[config.mk]
export PLATFORM = sky130hd
export DESIGN_NAME = char_lcd_backpack_refresher
export DESIGN_NICKNAME = d
export VERILOG_FILES = /design/src/rtl/clb_pkg.sv /design/src/rtl/char_lcd_backpack_refresher.sv /design/src/rtl/clb_store.sv /design/src/rtl/clb_frame.sv
export SDC_FILE = /design/constraint.sdc
export NUM_CORES = 1
export LEC_CHECK = 0
export BUFFER_PORTS_ARGS = -buffer_cell sky130_fd_sc_hd__buf_2
export CORE_UTILIZATION = 47
export DETAILED_ROUTE_END_ITERATION = 12
export PLACE_DENSITY = 0.68
export SLEW_MARGIN = 20
export SYNTH_ARGS = -nofsm -noshare
export SYNTH_HDL_FRONTEND = slang
export SYNTH_SLANG_ARGS = --single-unit
export TNS_END_PERCENT = 50
[constraint.sdc]
create_clock -name clk_i -period 2.8 [get_ports clk_i]
set_input_delay 0.28 -clock clk_i [delete_from_list [all_inputs] [get_ports clk_i]]
set_output_delay 0.28 -clock clk_i [all_outputs]
set_load 0.02 [all_outputs]
[src/rtl/clb_pkg.sv]
`default_nettype none

package clb_pkg;

  // Command codes on func_i
  typedef enum logic [1:0] {
    FUNC_INIT    = 2'd0,
    FUNC_PUT     = 2'd1,
    FUNC_REFRESH = 2'd2,
    FUNC_NONE    = 2'd3
  } func_e;

  // Configuration register indexes
  typedef enum logic [1:0] {
    CFG_RS_MASK        = 2'd0,
    CFG_ENABLE_MASK    = 2'd1,
    CFG_BACKLIGHT_MASK = 2'd2,
    CFG_UNUSED         = 2'd3
  } cfg_idx_e;

  // Sequencer states
  typedef enum logic [3:0] {
    ST_IDLE = 4'b0001,
    ST_INIT = 4'b0010,
    ST_CMD  = 4'b0100,
    ST_DATA = 4'b1000
  } state_e;

  localparam logic [7:0]  CMD_ROW0      = 8'h80;
  localparam logic [7:0]  CMD_ROW1      = 8'hC0;
  localparam logic [7:0]  CMD_FUNC_SET  = 8'h28;
  localparam logic [7:0]  CMD_DISP_ON   = 8'h0C;
  localparam logic [7:0]  CMD_ENTRY     = 8'h06;
  localparam logic [7:0]  NIB_WAKE      = 8'h03;
  localparam logic [7:0]  NIB_4BIT      = 8'h02;
  localparam logic [7:0]  CHAR_SPACE    = 8'h20;
  localparam logic [12:0] WAIT_LONG_US  = 13'd4500;
  localparam logic [12:0] WAIT_SHORT_US = 13'd150;
  localparam logic [2:0]  BYTES_NIBBLE  = 3'd3;
  localparam logic [2:0]  BYTES_BYTE    = 3'd6;
  localparam logic [2:0]  INIT_LAST     = 3'd6;

  // Expander bit masks
  typedef struct packed {
    logic [7:0] rs;
    logic [7:0] enable;
    logic [7:0] backlight;
  } cfg_t;

  // One frame to send
  typedef struct packed {
    logic        vld;
    logic [7:0]  value;
    logic        is_byte;
    logic        is_data;
    logic [12:0] wait_us;
    logic        last;
  } emit_t;

endpackage

`default_nettype wire

[src/rtl/char_lcd_backpack_refresher.sv]
`default_nettype none

// Channel   Handshake             Payload
// command   start / busy          func_i, row_i, column_i, character_i
// result    out_strobe_o          frame_o, byte_count_o, wait_us_o, last_o
// config    cfg_we_i              cfg_index_i, cfg_wdata_i
//
// Initialize sends 7 frames, one a cycle.
// Refresh sends ROWS*(COLUMNS+1) frames (34 by default): one frame a cycle,
// paced by the single read port of the character store.
// Put character writes the store without leaving idle, so busy stays low.
// Reset sets the masks to their defaults and marks every store entry as space.
// Results cannot be held off: each strobe lasts one cycle.

module char_lcd_backpack_refresher import clb_pkg::*; #(
  parameter int unsigned COLUMNS = 16,
  parameter int unsigned ROWS    = 2
) (
  input  wire logic        clk_i,
  input  wire logic        rst_ni,
  input  wire logic        start,
  output logic             busy,
  input  wire logic [1:0]  func_i,
  input  wire logic        row_i,
  input  wire logic [3:0]  column_i,
  input  wire logic [7:0]  character_i,
  output logic             out_strobe_o,
  output logic [47:0]      frame_o,
  output logic [2:0]       byte_count_o,
  output logic [12:0]      wait_us_o,
  output logic             last_o,
  input  wire logic        cfg_we_i,
  input  wire logic [1:0]  cfg_index_i,
  input  wire logic [7:0]  cfg_wdata_i
);

  localparam int unsigned DEPTH  = ROWS * COLUMNS;
  localparam int unsigned ADDR_W = $clog2(DEPTH);
  localparam int unsigned COL_W  = $clog2(COLUMNS);

  state_e             state_q, state_d;
  logic [2:0]         step_q, step_d;
  logic               row_q, row_d;
  logic [COL_W-1:0]   col_q, col_d;
  logic [ADDR_W-1:0]  addr_q, addr_d;
  cfg_t               cfg_q;
  emit_t              req;
  logic               accept;
  logic               put_ok;
  logic               clear;
  logic               wr_en;
  logic [ADDR_W-1:0]  wr_addr;
  logic               rd_en;
  logic [ADDR_W-1:0]  rd_addr;
  logic [7:0]         rd_data;

  assign busy   = (state_q != ST_IDLE);
  assign accept = start && !busy;
  assign put_ok = (32'(row_i) < ROWS) && (32'(column_i) < COLUMNS);
  assign wr_addr = (row_i ? ADDR_W'(COLUMNS) : '0) + ADDR_W'(column_i);

  // Configuration registers
  always_ff @(posedge clk_i or negedge rst_ni) begin
    if (!rst_ni) begin
      cfg_q.rs        <= 8'd1;
      cfg_q.enable    <= 8'd4;
      cfg_q.backlight <= 8'd8;
    end else if (cfg_we_i) begin
      case (cfg_idx_e'(cfg_index_i))
        CFG_RS_MASK:        cfg_q.rs        <= cfg_wdata_i;
        CFG_ENABLE_MASK:    cfg_q.enable    <= cfg_wdata_i;
        CFG_BACKLIGHT_MASK: cfg_q.backlight <= cfg_wdata_i;
        default: ;
      endcase
    end
  end

  // Sequencer
  always_comb begin
    state_d     = state_q;
    step_d      = step_q;
    row_d       = row_q;
    col_d       = col_q;
    addr_d      = addr_q;
    req         = '0;
    clear       = 1'b0;
    wr_en       = 1'b0;
    rd_en       = 1'b0;
    rd_addr     = addr_q;
    case (state_q)
      ST_IDLE: begin
        if (accept) begin
          case (func_e'(func_i))
            FUNC_INIT: begin
              clear   = 1'b1;
              step_d  = '0;
              state_d = ST_INIT;
            end
            FUNC_PUT: begin
              wr_en = put_ok;
            end
            FUNC_REFRESH: begin
              row_d   = 1'b0;
              addr_d  = '0;
              state_d = ST_CMD;
            end
            default: ;
          endcase
        end
      end
      ST_INIT: begin
        req.vld = 1'b1;
        case (step_q)
          3'd0: begin
            req.value   = NIB_WAKE;
            req.wait_us = WAIT_LONG_US;
          end
          3'd1, 3'd2: begin
            req.value   = NIB_WAKE;
            req.wait_us = WAIT_SHORT_US;
          end
          3'd3: begin
            req.value   = NIB_4BIT;
            req.wait_us = WAIT_SHORT_US;
          end
          3'd4: begin
            req.value   = CMD_FUNC_SET;
            req.is_byte = 1'b1;
          end
          3'd5: begin
            req.value   = CMD_DISP_ON;
            req.is_byte = 1'b1;
          end
          default: begin
            req.value   = CMD_ENTRY;
            req.is_byte = 1'b1;
          end
        endcase
        if (step_q == INIT_LAST) begin
          req.last = 1'b1;
          state_d  = ST_IDLE;
        end else begin
          step_d = step_q + 3'd1;
        end
      end
      ST_CMD: begin
        // Send the cursor command while the row's first character is read
        req.vld     = 1'b1;
        req.is_byte = 1'b1;
        req.value   = row_q ? CMD_ROW1 : CMD_ROW0;
        rd_en       = 1'b1;
        rd_addr     = addr_q;
        col_d       = '0;
        state_d     = ST_DATA;
      end
      ST_DATA: begin
        req.vld     = 1'b1;
        req.is_byte = 1'b1;
        req.is_data = 1'b1;
        req.value   = rd_data;
        if (col_q != COL_W'(COLUMNS - 1)) begin
          rd_en   = 1'b1;
          rd_addr = addr_q + 1'b1;
          addr_d  = addr_q + 1'b1;
          col_d   = col_q + 1'b1;
        end else if (row_q != 1'(ROWS - 1)) begin
          row_d   = 1'b1;
          addr_d  = addr_q + 1'b1;
          state_d = ST_CMD;
        end else begin
          req.last = 1'b1;
          state_d  = ST_IDLE;
        end
      end
      default: begin
        state_d = ST_IDLE;
      end
    endcase
  end

  // Control registers
  always_ff @(posedge clk_i or negedge rst_ni) begin
    if (!rst_ni) begin
      state_q <= ST_IDLE;
      step_q  <= '0;
      row_q   <= 1'b0;
      col_q   <= '0;
      addr_q  <= '0;
    end else begin
      state_q <= state_d;
      step_q  <= step_d;
      row_q   <= row_d;
      col_q   <= col_d;
      addr_q  <= addr_d;
    end
  end

  clb_store #(
    .DEPTH  (DEPTH),
    .ADDR_W (ADDR_W)
  ) u_store (
    .clk_i     (clk_i),
    .rst_ni    (rst_ni),
    .clear_i   (clear),
    .wr_en_i   (wr_en),
    .wr_addr_i (wr_addr),
    .wr_data_i (character_i),
    .rd_en_i   (rd_en),
    .rd_addr_i (rd_addr),
    .rd_data_o (rd_data)
  );

  clb_frame u_frame (
    .clk_i        (clk_i),
    .rst_ni       (rst_ni),
    .masks_i      (cfg_q),
    .req_i        (req),
    .strobe_o     (out_strobe_o),
    .frame_o      (frame_o),
    .byte_count_o (byte_count_o),
    .wait_us_o    (wait_us_o),
    .last_o       (last_o)
  );

`ifndef SYNTHESIS
  // The final transfer of a command shows once the sequencer is idle
  a_last_idle: assert property (@(posedge clk_i) disable iff (!rst_ni)
    out_strobe_o && last_o |-> !busy)
    else $error("last frame while sequencer still busy");

  // Frames are nibble or byte sized
  a_count: assert property (@(posedge clk_i) disable iff (!rst_ni)
    out_strobe_o |-> (byte_count_o == BYTES_NIBBLE || byte_count_o == BYTES_BYTE))
    else $error("bad byte count");

  // A command that sends frames makes the sequencer busy, and its first strobe then follows from the frame register
  a_start_emit: assert property (@(posedge clk_i) disable iff (!rst_ni)
    accept && (func_i == FUNC_INIT || func_i == FUNC_REFRESH) |=> busy ##1 out_strobe_o)
    else $error("accepted command did not start frames");

  // Every strobe comes from a request made while the sequencer was busy in the cycle before
  a_strobe_src: assert property (@(posedge clk_i) disable iff (!rst_ni)
    out_strobe_o |-> $past(busy))
    else $error("frame strobe without active command");
`endif

endmodule

`default_nettype wire

[src/rtl/clb_store.sv]
`default_nettype none

module clb_store import clb_pkg::*; #(
  parameter int unsigned DEPTH  = 32,
  parameter int unsigned ADDR_W = 5
) (
  input  wire logic              clk_i,
  input  wire logic              rst_ni,
  input  wire logic              clear_i,
  input  wire logic              wr_en_i,
  input  wire logic [ADDR_W-1:0] wr_addr_i,
  input  wire logic [7:0]        wr_data_i,
  input  wire logic              rd_en_i,
  input  wire logic [ADDR_W-1:0] rd_addr_i,
  output logic [7:0]             rd_data_o
);

  logic [7:0]       mem_q [DEPTH];
  logic [DEPTH-1:0] valid_q;
  logic [7:0]       rd_data_q;
  logic             rd_valid_q;

  // Write port
  always_ff @(posedge clk_i) begin
    if (wr_en_i) begin
      mem_q[wr_addr_i] <= wr_data_i;
    end
  end

  // Track written entries; clear drops all of them back to space
  always_ff @(posedge clk_i or negedge rst_ni) begin
    if (!rst_ni) begin
      valid_q <= '0;
    end else if (clear_i) begin
      valid_q <= '0;
    end else if (wr_en_i) begin
      valid_q[wr_addr_i] <= 1'b1;
    end
  end

  // Registered read port
  always_ff @(posedge clk_i) begin
    if (rd_en_i) begin
      rd_data_q  <= mem_q[rd_addr_i];
      rd_valid_q <= valid_q[rd_addr_i];
    end
  end

  assign rd_data_o = rd_valid_q ? rd_data_q : CHAR_SPACE;

endmodule

`default_nettype wire

[src/rtl/clb_frame.sv]
`default_nettype none

module clb_frame import clb_pkg::*; (
  input  wire logic   clk_i,
  input  wire logic   rst_ni,
  input  wire cfg_t   masks_i,
  input  wire emit_t  req_i,
  output logic        strobe_o,
  output logic [47:0] frame_o,
  output logic [2:0]  byte_count_o,
  output logic [12:0] wait_us_o,
  output logic        last_o
);

  logic [7:0]  rs_sel;
  logic [3:0]  hi_nib;
  logic [7:0]  hi_b, hi_s, lo_b, lo_s;
  logic [47:0] frame_d;
  logic        strobe_q;
  logic [47:0] frame_q;
  logic [2:0]  count_q;
  logic [12:0] wait_q;
  logic        last_q;

  // Build enable low, high, low bytes for each nibble
  always_comb begin
    rs_sel  = req_i.is_data ? masks_i.rs : 8'h00;
    hi_nib  = req_i.is_byte ? req_i.value[7:4] : req_i.value[3:0];
    hi_b    = {hi_nib, 4'h0} | masks_i.backlight | rs_sel;
    hi_s    = hi_b | masks_i.enable;
    lo_b    = {req_i.value[3:0], 4'h0} | masks_i.backlight | rs_sel;
    lo_s    = lo_b | masks_i.enable;
    frame_d = req_i.is_byte ? {hi_b, hi_s, hi_b, lo_b, lo_s, lo_b}
                            : {hi_b, hi_s, hi_b, 24'h000000};
  end

  // Strobe
  always_ff @(posedge clk_i or negedge rst_ni) begin
    if (!rst_ni) begin
      strobe_q <= 1'b0;
    end else begin
      strobe_q <= req_i.vld;
    end
  end

  // Hold payload for the strobe cycle
  always_ff @(posedge clk_i) begin
    if (req_i.vld) begin
      frame_q <= frame_d;
      count_q <= req_i.is_byte ? BYTES_BYTE : BYTES_NIBBLE;
      wait_q  <= req_i.wait_us;
      last_q  <= req_i.last;
    end
  end

  assign strobe_o     = strobe_q;
  assign frame_o      = frame_q;
  assign byte_count_o = count_q;
  assign wait_us_o    = wait_q;
  assign last_o       = last_q;

endmodule

`default_nettype wire

# After elaboration in Yosys (flattened, before gate mapping)
# Memories as Yosys holds them, arrays and structs flattened. A register that Yosys moved wholly into a read port is not among the register bits.
# Index checks and enable logic that the tools add are counted.
[totals]
input_bits = 29
ramBits = 256
out_inout_bits = 67
elab_cells = 131
memories = 1
rom_bits = 0
register_bits = 140
latchBits = 0
[classes]
eq_ne = 25
shift = 0
muxes = 54
mul = 0
order_cmp = 3
bitwise_logic = 7
n_div = 0
n_reduce_logical = 21
n_addsub = 4
[mem_list]
columns = ["memory", "depth", "width", "read_ports", "rd_clocked_by_memory_dff", "write_ports", "line", "source"]
rows = [
  ["u_store.mem_q", 32, 8, 1, 1, 1, "clb_store.sv:18", "logic [7:0] mem_q [DEPTH];"],
]
[op_table]
columns = ["op", "count"]
rows = [
  ["$mux 32", 2],
  ["$or 8x8->8", 6],
  ["$mux 5", 7],
  ["$or 32x32->32", 1],
  ["$pmux 10 s3", 1],
  ["$pmux 13 s2", 1],
  ["$pmux 6 s4", 1],
  ["$mux 4", 5],
  ["$mux 1", 19],
  ["$mux 8", 2],
  ["$pmux 4 s2", 2],
  ["$pmux 4 s4", 1],
  ["$reduce_and 4->1", 4],
  ["$mux 3", 5],
  ["$lt 5x6->1 const B", 2],
  ["$ne 2x2->1 const B", 5],
  ["$pmux 5 s2", 1],
  ["$eq 3x3->1 const B", 3],
  ["$reduce_and 2->1", 4],
  ["$reduce_bool 2->1", 4],
  ["$mux 7", 1],
  ["$eq 3x2->1 const B", 2],
  ["$pmux 1 s2", 3],
  ["$pmux 3 s2", 1],
  ["other kinds (25)", 31],
]

# Logic depth before layout (Yosys ltp)
# Gate-level depths: netlist (run 1).
[depth]
ltp_word = 9
ltp_mapped = 10
depth_no_buf = 8

# By module
# From an unflattened synthesis (run 1), not the netlist that was laid out.
[unflattened]
hier_cells = 866
hier_area_um2 = 15740.1
[modules_own_cells]
columns = ["module", "seq_area_each_um2", "area_per_inst_um2", "cells_each", "n_inst"]
rows = [
  ["clb_store", 8758.4, 11678.7, 559, 1],
  ["char_lcd_backpack_refresher", 1031.0, 2105.8, 184, 1],
  ["clb_frame", 1466.4, 1955.6, 123, 1],
]

# Worst setup path after synthesis (run 1)
# Ideal clock, no wire load.
[synth_timing]
path_kind = "reg-to-reg"
startpoint = "reg state_q[0]"
endpoint = "mem u_store.mem_q[26][0] (enable)"
t_arrival_ns = 2.201
stages_incl_launch_ff = 6
setup_ns = 0.374
required_ns = 2.426
path_slack_ns = 0.225
synth_period_minus_slack_ns = 2.575
cell_sequence = "dfstp_2 > or4b_1 > clkbuf_1 > nor4_2 > nand3_1 > nor2_1"
[synth_via]
elab_chain_len = 7
[synth_lines]
columns = ["element", "line", "source"]
rows = [
  ["start: declaration", "char_lcd_backpack_refresher.sv:41", "state_e state_q, state_d;"],
  ["start signal: assignment", "char_lcd_backpack_refresher.sv:190", "state_q <= state_d;"],
  ["$ne 4x1->1", "char_lcd_backpack_refresher.sv:57", "assign busy = (state_q != ST_IDLE);"],
  ["via busy", "char_lcd_backpack_refresher.sv:22", "output logic busy,"],
  ["$logic_not 1->1", "char_lcd_backpack_refresher.sv:58", "assign accept = start && !busy;"],
  ["$logic_and 1x1->1", "char_lcd_backpack_refresher.sv:58", ""],
  ["$mux 1", "char_lcd_backpack_refresher.sv:92", "if (accept) begin"],
  ["$mux 1", "char_lcd_backpack_refresher.sv:90", "case (state_q)"],
  ["$mux 1", "clb_store.sv:25", "if (wr_en_i) begin"],
  ["$mux 1 (not written as such)", "clb_store.sv:26", "mem_q[wr_addr_i] <= wr_data_i;"],
  ["end: declaration", "clb_store.sv:18", ""],
]
# The timed path passes the listed nets, and every way through them passes these cells.

# Worst setup path in the final report (run 1)
[layout_timing]
startpoint = "reg state_q[1]"
endpoint = "reg u_store.rd_data_q[0], read port of u_store.mem_q, data pin"
[layout_via]
elab_chain_len = 2
[layout_lines]
columns = ["element", "line", "source"]
rows = [
  ["$eq 4x4->1 / $eq 4x3->1 (equally long branches)", "char_lcd_backpack_refresher.sv:90", ""],
  ["$pmux 1 s2 / $mux 5 (equally long branches)", "char_lcd_backpack_refresher.sv:90", ""],
  ["end: declaration", "clb_store.sv:20", "logic [7:0] rd_data_q;"],
]
# Parallel ways exist; a longest one is shown, timed or not.
# A chain may end at the register's enable or synchronous reset.

==> results_dict.tcl, run 1 <==
set metrics [dict create \
    cts_inserted_buffers 40 \
    cts_tree "built" \
    setup_viol 0 \
    syn_area_per_cell_um2 12.1 \
    globalplace.congestion 0.899 \
    clk_latency_ns 0.54 \
    status "finished clean" \
    fin_crit_sh_pct 97.9 \
    grt_pass1_vias 11435 \
    final_common_cell "edfxtp_1" \
    final_max_slew_viol_count 0 \
    initial_core_util_pct 47.9 \
    peakVddDrop_mv 0.504 \
    hold_path.class "input pin to flip-flop" \
    synthFlopType "edfxtp_1" \
    powerDensity_mw_per_mm2 781 \
    crit_top_cell "buf_4" \
    worstSetupStartpointType "flip-flop" \
    avgRoutedWirePerCell_um 23.3 \
    rows 68 \
    synth_cell_type_count 61 \
    setup_tns_ns 0 \
    fin_nets 1515 \
    finalHoldViolCount 0 \
    grt_antenna_before_repair 0 \
    max_freq_mhz 365 \
    clk_pin_slew_ns 0.06 \
    vias 12317 \
    r2r_slack_ns 0.06 \
    crit_chain "or4b_4 > buf_4 > o21ai_4 > buf_12 > buf_4 > buf_4 > nand3_1 > a31oi_1 > nand4_1 > nand4_1" \
    synth_area_leaders "edfxtp_1 55%, dfrtp_1 11%, nand3_1 5.1%, o21ai_0 3.4%, clkbuf_1 1.8%" \
    drt_first_iter_violations 1675 \
    layout-drive-gt1-share_pct 19.3 \
    ys_seq_elements 377 \
    leakagePower_uw 0.00696 \
    yosys.area.top_type "edfxtp_1" \
    regArea_mm2 0.0110 \
    grt_max_degree 64 \
    async_reset_ff_share_pct 19.6 \
    crit_slowest_cell "or4b_4" \
    dieArea_mm2 0.0362 \
    core_area_mm2 0.0347 \
    drt.antenna.violating_nets 0 \
    io_buffers 87 \
    drt_wl_total_um 45900 \
    first_pass_iters 6 \
    end_kind "flip-flop" \
    skew_ns 0.0177 \
    syn_inst 1375 \
    post-route-util_pct 56.0 \
    ioPinCount 96 \
    fillers 2804 \
    most-common-layout-cells "303 x edfxtp_1, 168 x nand3_1, 112 x o21ai_0" \
    cp.arrival_ns 3.14 \
    fp.dieW_um 190 \
    h-tree-depth 2 \
    clockRootBuffer "clkbuf_16" \
    relSlewSlack_pct 41.5 \
    grt_pass1_wl_um 68300 \
    die_h_um 190 \
    crit_family "simple AND/OR/NAND/NOR gates" \
    syn2layout_area_growth_pct 16.7 \
    diodes 0 \
    synth-edff-count 303 \
    crit_type "flip-flop to flip-flop" \
    synth_top_area_share_pct 54.7 \
    crit_required_ns 3.20 \
    grtUsageTotal_pct 25.0 \
    dp_hpwl_um 27700 \
    crit_buf_inv 4 \
    clockBufferDepth 3 \
    drc 0 \
    syn-cell-area_mm2 0.0166 \
    cts.sinks 377 \
    worstMarginPinSlew_ns 0.878 \
    crit_path_max_incr_delay_ns 0.59 \
    yosysWarnings 0 \
    ys_seq_area_share_pct 65.8 \
    hold_ws_ns 0.0204 \
    crit_fanout 10 \
    min_period_ns 2.74 \
    cap_violations 0 \
    via_per_inst 6.27 \
    multi_input_area_mm2 0.00502 \
    overflow 0 \
]
[metal layers]
metal | vias up | wire [µm] | global-route usage (%)
li1 | 5414 | - | -
met1 | 5983 | 18400 | 35.1
met2 | 783 | 20900 | 38.7
met3 | 137 | 4630 | 4.19
met4 | 0 | 1930 | 9.97
met5 | - | 0 | 0
[what timing repair did]
| item | in CTS | in global routing |
|---|---|---|
| resized for setup | 0 | 2 |
| gates cloned | 0 | 2 |
| hold buffers | 3 | 0 |
| endpoints found under the hold margin | 29 | 0 |
| setup buffers | 0 | 8 |
| pin swaps | 1 | 4 |
| setup endpoints to repair | 1 | 6 |
[flip-flops by register name, summed over array words and instances, names as in the netlist, 4 cells and up]
name and count:
cfg_q 24, addr_q 5, u_store.valid_q 32, u_store.rd_data_q 8, u_store.mem_q 256, state_q 4
col_q 4, u_frame.frame_o 32
[worst paths after layout]
kind	from	to	cells after the start
max in group asynchronous	rst_ni	cfg_q[16]	3
min in group asynchronous	rst_ni	u_store.valid_q[19]	2
worst min register to register	u_store.valid_q[23]	u_store.valid_q[23]	1
worst max register to register	state_q[1]	u_store.rd_data_q[0]	10
worst min-delay path	cfg_wdata_i[0]	cfg_q[0]	2
worst max-delay path	state_q[1]	u_store.rd_data_q[0]	10
[cell families after synthesis]
family | Yosys count | synth area share, %
multiplexers | 24 | 1.62
AO/OA/AOI/OAI | 331 | 12.6
flip-flops | 377 | 65.8
XOR/XNOR | 3 | 0.158
other | 2 | 0.0451
adder cells (fa/ha/maj) | 7 | 0.526
AND/OR/NAND/NOR | 484 | 14.9
buffers and inverters | 147 | 4.34
[area by class of cell]
type                       instances  share of cell area, %
clock inverter                    13                  0.805
tap                              455                   2.93
clock buffer                      61                   6.04
inverter                          14                  0.271
multi-input combinational        857                   25.8
sequential                       377                   56.4
timing repair buffer             189                   7.72
[through the flow]
step,instances,total power [µW],instance area (µm²),setup WS [ns]
2_1_floorplan,1381,8790,16700,0.225
3_3_place_gp,1879,9780,17900,0.0654
3_5_place_dp,1879,9850,17900,0.0228
4_1_cts,1956,15100,19300,0.0165
5_1_grt,1966,15700,19400,-0.00854
6_report,1966,15200,19400,0.0581
[power breakdown]
part | total [µW] | internal (µW) | switching (µW)
clock | 5340 | 3180 | 2160
combinational | 3170 | 1140 | 2020
sequential | 6670 | 6470 | 201
[cell usage after synthesis, drive strengths merged (18+ instances only)]
master / number
a32oi: 18
nand4: 48
nor2: 77
nand2: 67
mux2: 24
buf: 53
clkbuf: 80
o21a: 32
o21ai: 113
nand2b: 43
a22oi: 20
a21oi: 50
a211oi: 20
dfrtp: 70
o22ai: 36
a31oi: 20
nor3: 40
nand3: 170
edfxtp: 303
[worst reg2reg max path, stage by stage, from the launching register on]
cell     delay, ns
dfrtp_2       0.45
or4b_4        0.59
buf_4         0.19
o21ai_4       0.20
buf_12        0.18
buf_4         0.14
buf_4         0.14
nand3_1       0.08
a31oi_1       0.27
nand4_1       0.25
nand4_1       0.13
Power figures use the tool's default switching activity.
==> run 2, diff against run 1 <==
Settings changed: BUFFER_PORTS_ARGS -buffer_cell sky130_fd_sc_hd__buf_2 to -buffer_cell sky130_fd_sc_hd__buf_4.
==> run 2 against run 1 <==
- global-route usage fell by 0.30 points
- critical endpoint is now u_store.rd_data_q[6]
- first-iteration DRC count down 4.5%
- count of clock-buffer cells in the layout increased by 3
==> results_dict.tcl, run 2 (synthesized netlist as in run 1, its figures left out) <==
set metrics [dict create \
    grt_pass1_wl_um 67600 \
    clockRootBuffer "clkbuf_16" \
    crit_type "flip-flop to flip-flop" \
    globalplace.congestion 0.915 \
    grt_util_met3_pct 3.60 \
    cp.arrival_ns 2.99 \
    crit_buf_inv 1 \
    worstMarginPinSlew_ns 0.800 \
    total_power_uw 15200 \
    crit_slowest_cell "or4b_4" \
    dieArea_mm2 0.0362 \
    drt_first_iter_violations 1599 \
    fp.dieW_um 190 \
    r2r_slack_ns 0.06 \
    io_buffers 87 \
    rows 68 \
    via_per_inst 6.21 \
    overflow 0 \
    fillers 2797 \
    hold_ws_ns 0.0119 \
    grt_pass1_vias 11308 \
    grt_antenna_before_repair 0 \
    most-common-layout-cells "303 x edfxtp_1, 167 x nand3_1, 163 x buf_4" \
    largest_reg_flops 256 \
    peakVddDrop_mv 0.549 \
    grt_use_met2_pct 39.0 \
    fin_nets 1508 \
    dp_hpwl_um 27300 \
    status "finished clean" \
    syn2layout_area_growth_pct 17.3 \
    setup_viol 0 \
    diodes 0 \
    hold_path.class "input pin to flip-flop" \
    regMostFlops "u_store.mem_q" \
    cap_violations 0 \
    cts.sinks 377 \
    whs_path_depth 2 \
    powerDensity_mw_per_mm2 778 \
    worstSetupStartpointType "flip-flop" \
    skew_ns 0.0214 \
    vias 12168 \
    cts_tree "built" \
    clockBufferDepth 3 \
    final_common_cell "edfxtp_1" \
    cp-endpoint "u_store.rd_data_q[6]" \
    core_area_mm2 0.0347 \
    clk_pin_slew_ns 0.06 \
    crit_top_cell "nand4_1" \
    drc 0 \
    gr-usage-met1_pct 35.0 \
    r2r_cells 7 \
    rsz0062_at_grt "false" \
    max_freq_mhz 365 \
    fin_crit_sh_pct 97.8 \
    finalHoldViolCount 0 \
    top_usage_layer "met2" \
    layout-drive-gt1-share_pct 19.1 \
    drt_wl_total_um 45100 \
    drt.antenna.violating_nets 0 \
    crit_chain "or4b_4 > or4_4 > a21oi_4 > buf_12 > o22ai_1 > nand4_1 > nand4_1" \
    cts_inserted_buffers 40 \
    crit_path_start "state_q[1]" \
    worstReg2RegStart "state_q[1]" \
    clk_latency_ns 0.54 \
    grtUsageTotal_pct 24.7 \
    relSlewSlack_pct 46.5 \
    crit_required_ns 3.05 \
    crit_family "simple AND/OR/NAND/NOR gates" \
    final_max_slew_viol_count 0 \
    min_period_ns 2.74 \
    r2r_end "u_store.rd_data_q[6]" \
    initial_core_util_pct 47.9 \
    die_h_um 190 \
    crit_fanout 35 \
    ioPinCount 96 \
    h-tree-depth 2 \
    leakagePower_uw 0.00699 \
    holdCritStartpoint "cfg_wdata_i[0]" \
    crit_path_max_incr_delay_ns 0.59 \
    grt_max_degree 68 \
    avgRoutedWirePerCell_um 23.0 \
    worst-path-stages 7 \
    first_pass_iters 6 \
    end_kind "flip-flop" \
]
[run 2: cell types whose count changed in the layout (fill, tap and decap cells not counted), moves of 3 or more]
| cell | change |
|---|---|
| buf_2 | -86 |
| buf_4 | +86 |
| buf_12 | -9 |
| buf_16 | +3 |
[run 2: worst min-delay path by stage]
stage / end / slack [ns]
final: cfg_q[0] / 0.01
after global routing: cfg_q[1] / 0.01
after CTS: cfg_q[10] / 0.0003
after detailed placement: u_store.valid_q[7] / 0.30
after global placement: u_store.valid_q[7] / 0.29
after floorplan: addr_q[0] / -0.02
[run 2: where the power goes]
| part | switching, µW | internal [µW] |
|---|---|---|
| clock | 2140 | 3090 |
| sequential | 215 | 6470 |
| combinational | 2030 | 1220 |
| total | 4390 | 10800 |
[run 2: cell type report]
| cell class | count | area, µm² | area share, % |
|---|---|---|---|
| Multi-Input combinational cell | 858 | 5040 | 25.8 |
| Clock inverter | 9 | 115 | 0.590 |
| Timing Repair Buffer | 181 | 1600 | 8.18 |
| Inverter | 14 | 52.6 | 0.269 |
| Tap cell | 455 | 569 | 2.92 |
| Sequential cell | 377 | 11000 | 56.2 |
| Clock buffer | 64 | 1180 | 6.06 |
[run 2: routing by layer]
layer	up-vias	wire, µm
met5	-	0
met4	0	1400
met3	105	4420
met2	733	20900
met1	5939	18400
li1	5391	-
[run 2: what timing repair did]
item,4_1_cts,5_1_grt
cloned,1,2
pin swaps,2,3
hold buffers,2,0
endpoints found under the hold margin,34,0
gates resized for setup,0,7
setup endpoints to repair,4,9
setup buffers,1,2
[run 2: metrics by stage]
step,setup TNS [ns],cells,setup slack [ns],area [µm²],utilization (%)
detailed placement,-0.0917,1877,-0.0786,18100,52.1
CTS,0,1954,0.00839,19400,55.9
global route,0,1958,0.0166,19500,56.2
finish,0,1958,0.0623,19500,56.2
floorplan,0,1381,0.225,16700,-
global placement,-0.00379,1877,-0.00379,18100,52.1
==> run 3, diff against run 2 <==
Settings changed: ABC_AREA from default to 1.
==> run 3 against run 2 <==
- clock skew shrank 0.0068 ns
- via count shrank 1.4%
- fmax grew 3.8%
- count of clock-buffer cells in the layout shrank 10
- worst hold slack gained 0.055 ns
- critical endpoint is now u_store.rd_data_q[3]
- first-iteration DRC count shrank 22%
- wire length shrank 5.2%
- sequential share of layout area shrank 0.16 points
- sequential power is essentially flat
- critical path depth grew 6
==> results_dict.tcl, run 3 <==
set metrics [dict create \
    drc 0 \
    most-common-layout-cells "330 x nand2_1, 303 x edfxtp_1, 282 x nand3_1" \
    crit_family "simple AND/OR/NAND/NOR gates" \
    crit_top_cell "nand2_1" \
    synth_area_leaders "edfxtp_1 54%, dfrtp_1 10%, nand3_1 8.3%, nand2_1 7.3%, inv_1 6.1%" \
    largest_reg_flops 256 \
    cp.arrival_ns 2.93 \
    peakVddDrop_mv 0.576 \
    min_period_ns 2.64 \
    cp-endpoint "u_store.rd_data_q[3]" \
    p_int_uw 10400 \
    drt_wl_total_um 42700 \
    clk_latency_ns 0.53 \
    clk_pin_slew_ns 0.06 \
    drt.antenna.violating_nets 0 \
    fin_nets 1791 \
    hold_path.class "input pin to flip-flop" \
    fp.dieW_um 192 \
    clockRootBuffer "clkbuf_16" \
    vias 11996 \
    syn2layout_area_growth_pct 15.2 \
    status "finished clean" \
    synth_cell_type_count 40 \
    synth-simple-area-share_pct 21.7 \
    grt_max_degree 91 \
    die_h_um 192 \
    ys_seq_elements 377 \
    worstReg2RegStart "col_q[0]" \
    crit_buf_inv 1 \
    synth_mux_area_share_pct 0 \
    crit_type "flip-flop to flip-flop" \
    skew_ns 0.0145 \
    drt_first_iter_violations 1247 \
    crit_slowest_cell "dfrtp_1" \
    ioPinCount 96 \
    multi_input_area_mm2 0.00447 \
    dieArea_mm2 0.0369 \
    worst-path-stages 13 \
    fin_crit_sh_pct 94.2 \
    via_per_inst 5.34 \
    globalplace.congestion 0.857 \
    grt_pass1_wl_um 64000 \
    overflow 0 \
    grt_antenna_before_repair 0 \
    rows 69 \
    crit_fanout 42 \
    avgRoutedWirePerCell_um 19.0 \
    synth-compound-area-share_pct 3.47 \
    holdCritStartpoint "cfg_wdata_i[3]" \
    synthAdderAreaFrac_pct 0.516 \
    syn_area_per_cell_um2 10.2 \
    worstMarginPinSlew_ns 0.786 \
    relSlewSlack_pct 47.6 \
    p_sw_share_pct 29.7 \
    io_buffers 87 \
    synth-edff-count 303 \
    max_freq_mhz 379 \
    rsz0062_at_grt "false" \
    combPwrFrac_pct 21.2 \
    cap_violations 0 \
    async_reset_ff_share_pct 19.6 \
    synthFlopType "edfxtp_1" \
    total_power_uw 14800 \
    synth_top_area_share_pct 53.6 \
    p_sw_uw 4390 \
    crit_chain "ha_1 > nand3_2 > nand3_4 > nand2_4 > nand2_8 > buf_12 > nand2_1 > nand3_1 > nand3_1 > nand3_1 > nand2_1 > nand2_1 > nand2_1" \
    end_kind "flip-flop" \
    yosys.area.top_type "edfxtp_1" \
    regMostFlops "u_store.mem_q" \
    cts.sinks 377 \
    first_pass_iters 5 \
    powerDensity_mw_per_mm2 756 \
    fillers 3057 \
    finalHoldViolCount 0 \
    cts_tree "built" \
    ys_top_cells_by_count "332 x nand2_1, 303 x edfxtp_1, 283 x nand3_1" \
    final_common_cell "nand2_1" \
    worstSetupStartpointType "flip-flop" \
    clkPwrFrac_pct 33.7 \
    crit_path_max_incr_delay_ns 0.39 \
    core_area_mm2 0.0356 \
    cts_inserted_buffers 39 \
    syn_inst 1657 \
    regArea_mm2 0.0110 \
    grt_pass1_vias 11262 \
    leakagePower_uw 0.00838 \
    grtUsageTotal_pct 23.0 \
    clockBufferDepth 3 \
    diodes 0 \
    seqPwrFrac_pct 45.1 \
    initial_core_util_pct 47.7 \
    ys_seq_area_share_pct 64.5 \
    yosysWarnings 0 \
    crit_path_start "col_q[0]" \
    setup_viol 0 \
    r2r_slack_ns 0.16 \
    synth_xor_area_share_pct 0.155 \
    crit_required_ns 3.09 \
    r2r_cells 13 \
    h-tree-depth 2 \
    dp_hpwl_um 25900 \
    final_max_slew_viol_count 0 \
    synth_top_family_by_area "simple AND/OR/NAND/NOR gates" \
    setup_tns_ns 0 \
    yosysMostFrequentCell "nand2_1" \
    syn-cell-area_mm2 0.0170 \
    layout-drive-gt1-share_pct 13.2 \
    r2r_end "u_store.rd_data_q[3]" \
]
## run 3: cell type report
class	instances	area share, %
Clock buffer	54	5.70
Clock inverter	17	0.544
Inverter	284	5.45
Multi-Input combinational cell	906	22.9
Sequential cell	377	56.0
Tap cell	461	2.95
Timing Repair Buffer	147	6.50
## run 3: cell families after synthesis
logic type,Yosys count
DFF,377
other,2
buffers and inverters,381
xor gates and xnor gates,3
and+or+nand+nor,791
adders and majority gates,7
AOI/OAI and AO/OA,96
## run 3: metal layers
layer | GRT usage (%) | vias to the layer above | wire (µm)
met2 | 38.1 | 534 | 20500
met3 | 3.51 | 56 | 3670
li1 | - | 5633 | -
met1 | 31.3 | 5773 | 17700
met5 | 0 | - | 0
met4 | 6.75 | 0 | 945
## run 3: repair_timing
action	in CTS	in global routing
endpoints found under the setup margin	0	9
hold endpoints to repair	53	0
resized for setup	0	5
hold buffers	1	0
buffers inserted	0	0
## run 3: worst min path at each step
stage                      to  slack, ns  depth (start not counted)
global route        cfg_q[23]       0.06                          3
finish               cfg_q[3]       0.07                          3
CTS                  cfg_q[3]       0.05                          3
detailed placement  cfg_q[11]       0.47                          2
floorplan           addr_q[0]      -0.02                          0
global placement    cfg_q[11]       0.46                          2
## run 3: worst reg2reg max path: cells and delay by family (launching register included)
family	cells	cell delay (ns)
adder cells (fa/ha/maj)	1	0.25
buffers and inverters	1	0.24
flip-flops	1	0.39
AND/OR/NAND/NOR	11	1.51
## run 3: metrics by stage
step	util (%)	hold WS [ns]	setup WS, ns	instance area, µm²	instances
global route	55.0	0.0615	0.00362	19600	2246
global placement	51.3	0.460	0.182	18200	2171
finish	55.0	0.0672	0.162	19600	2246
CTS	54.7	0.0537	0.0987	19500	2243
detailed placement	51.3	0.466	0.111	18200	2171
floorplan	-	-0.0156	0.644	17000	1663
## run 3: power groups by stage
stage	clock network (µW)	registers, µW	logic, µW
2_1_floorplan	0	6900	1920
3_3_place_gp	0	6760	2960
3_5_place_dp	0	6780	3010
4_1_cts	5060	6670	3030
5_1_grt	5260	6700	3460
6_report	4990	6670	3140
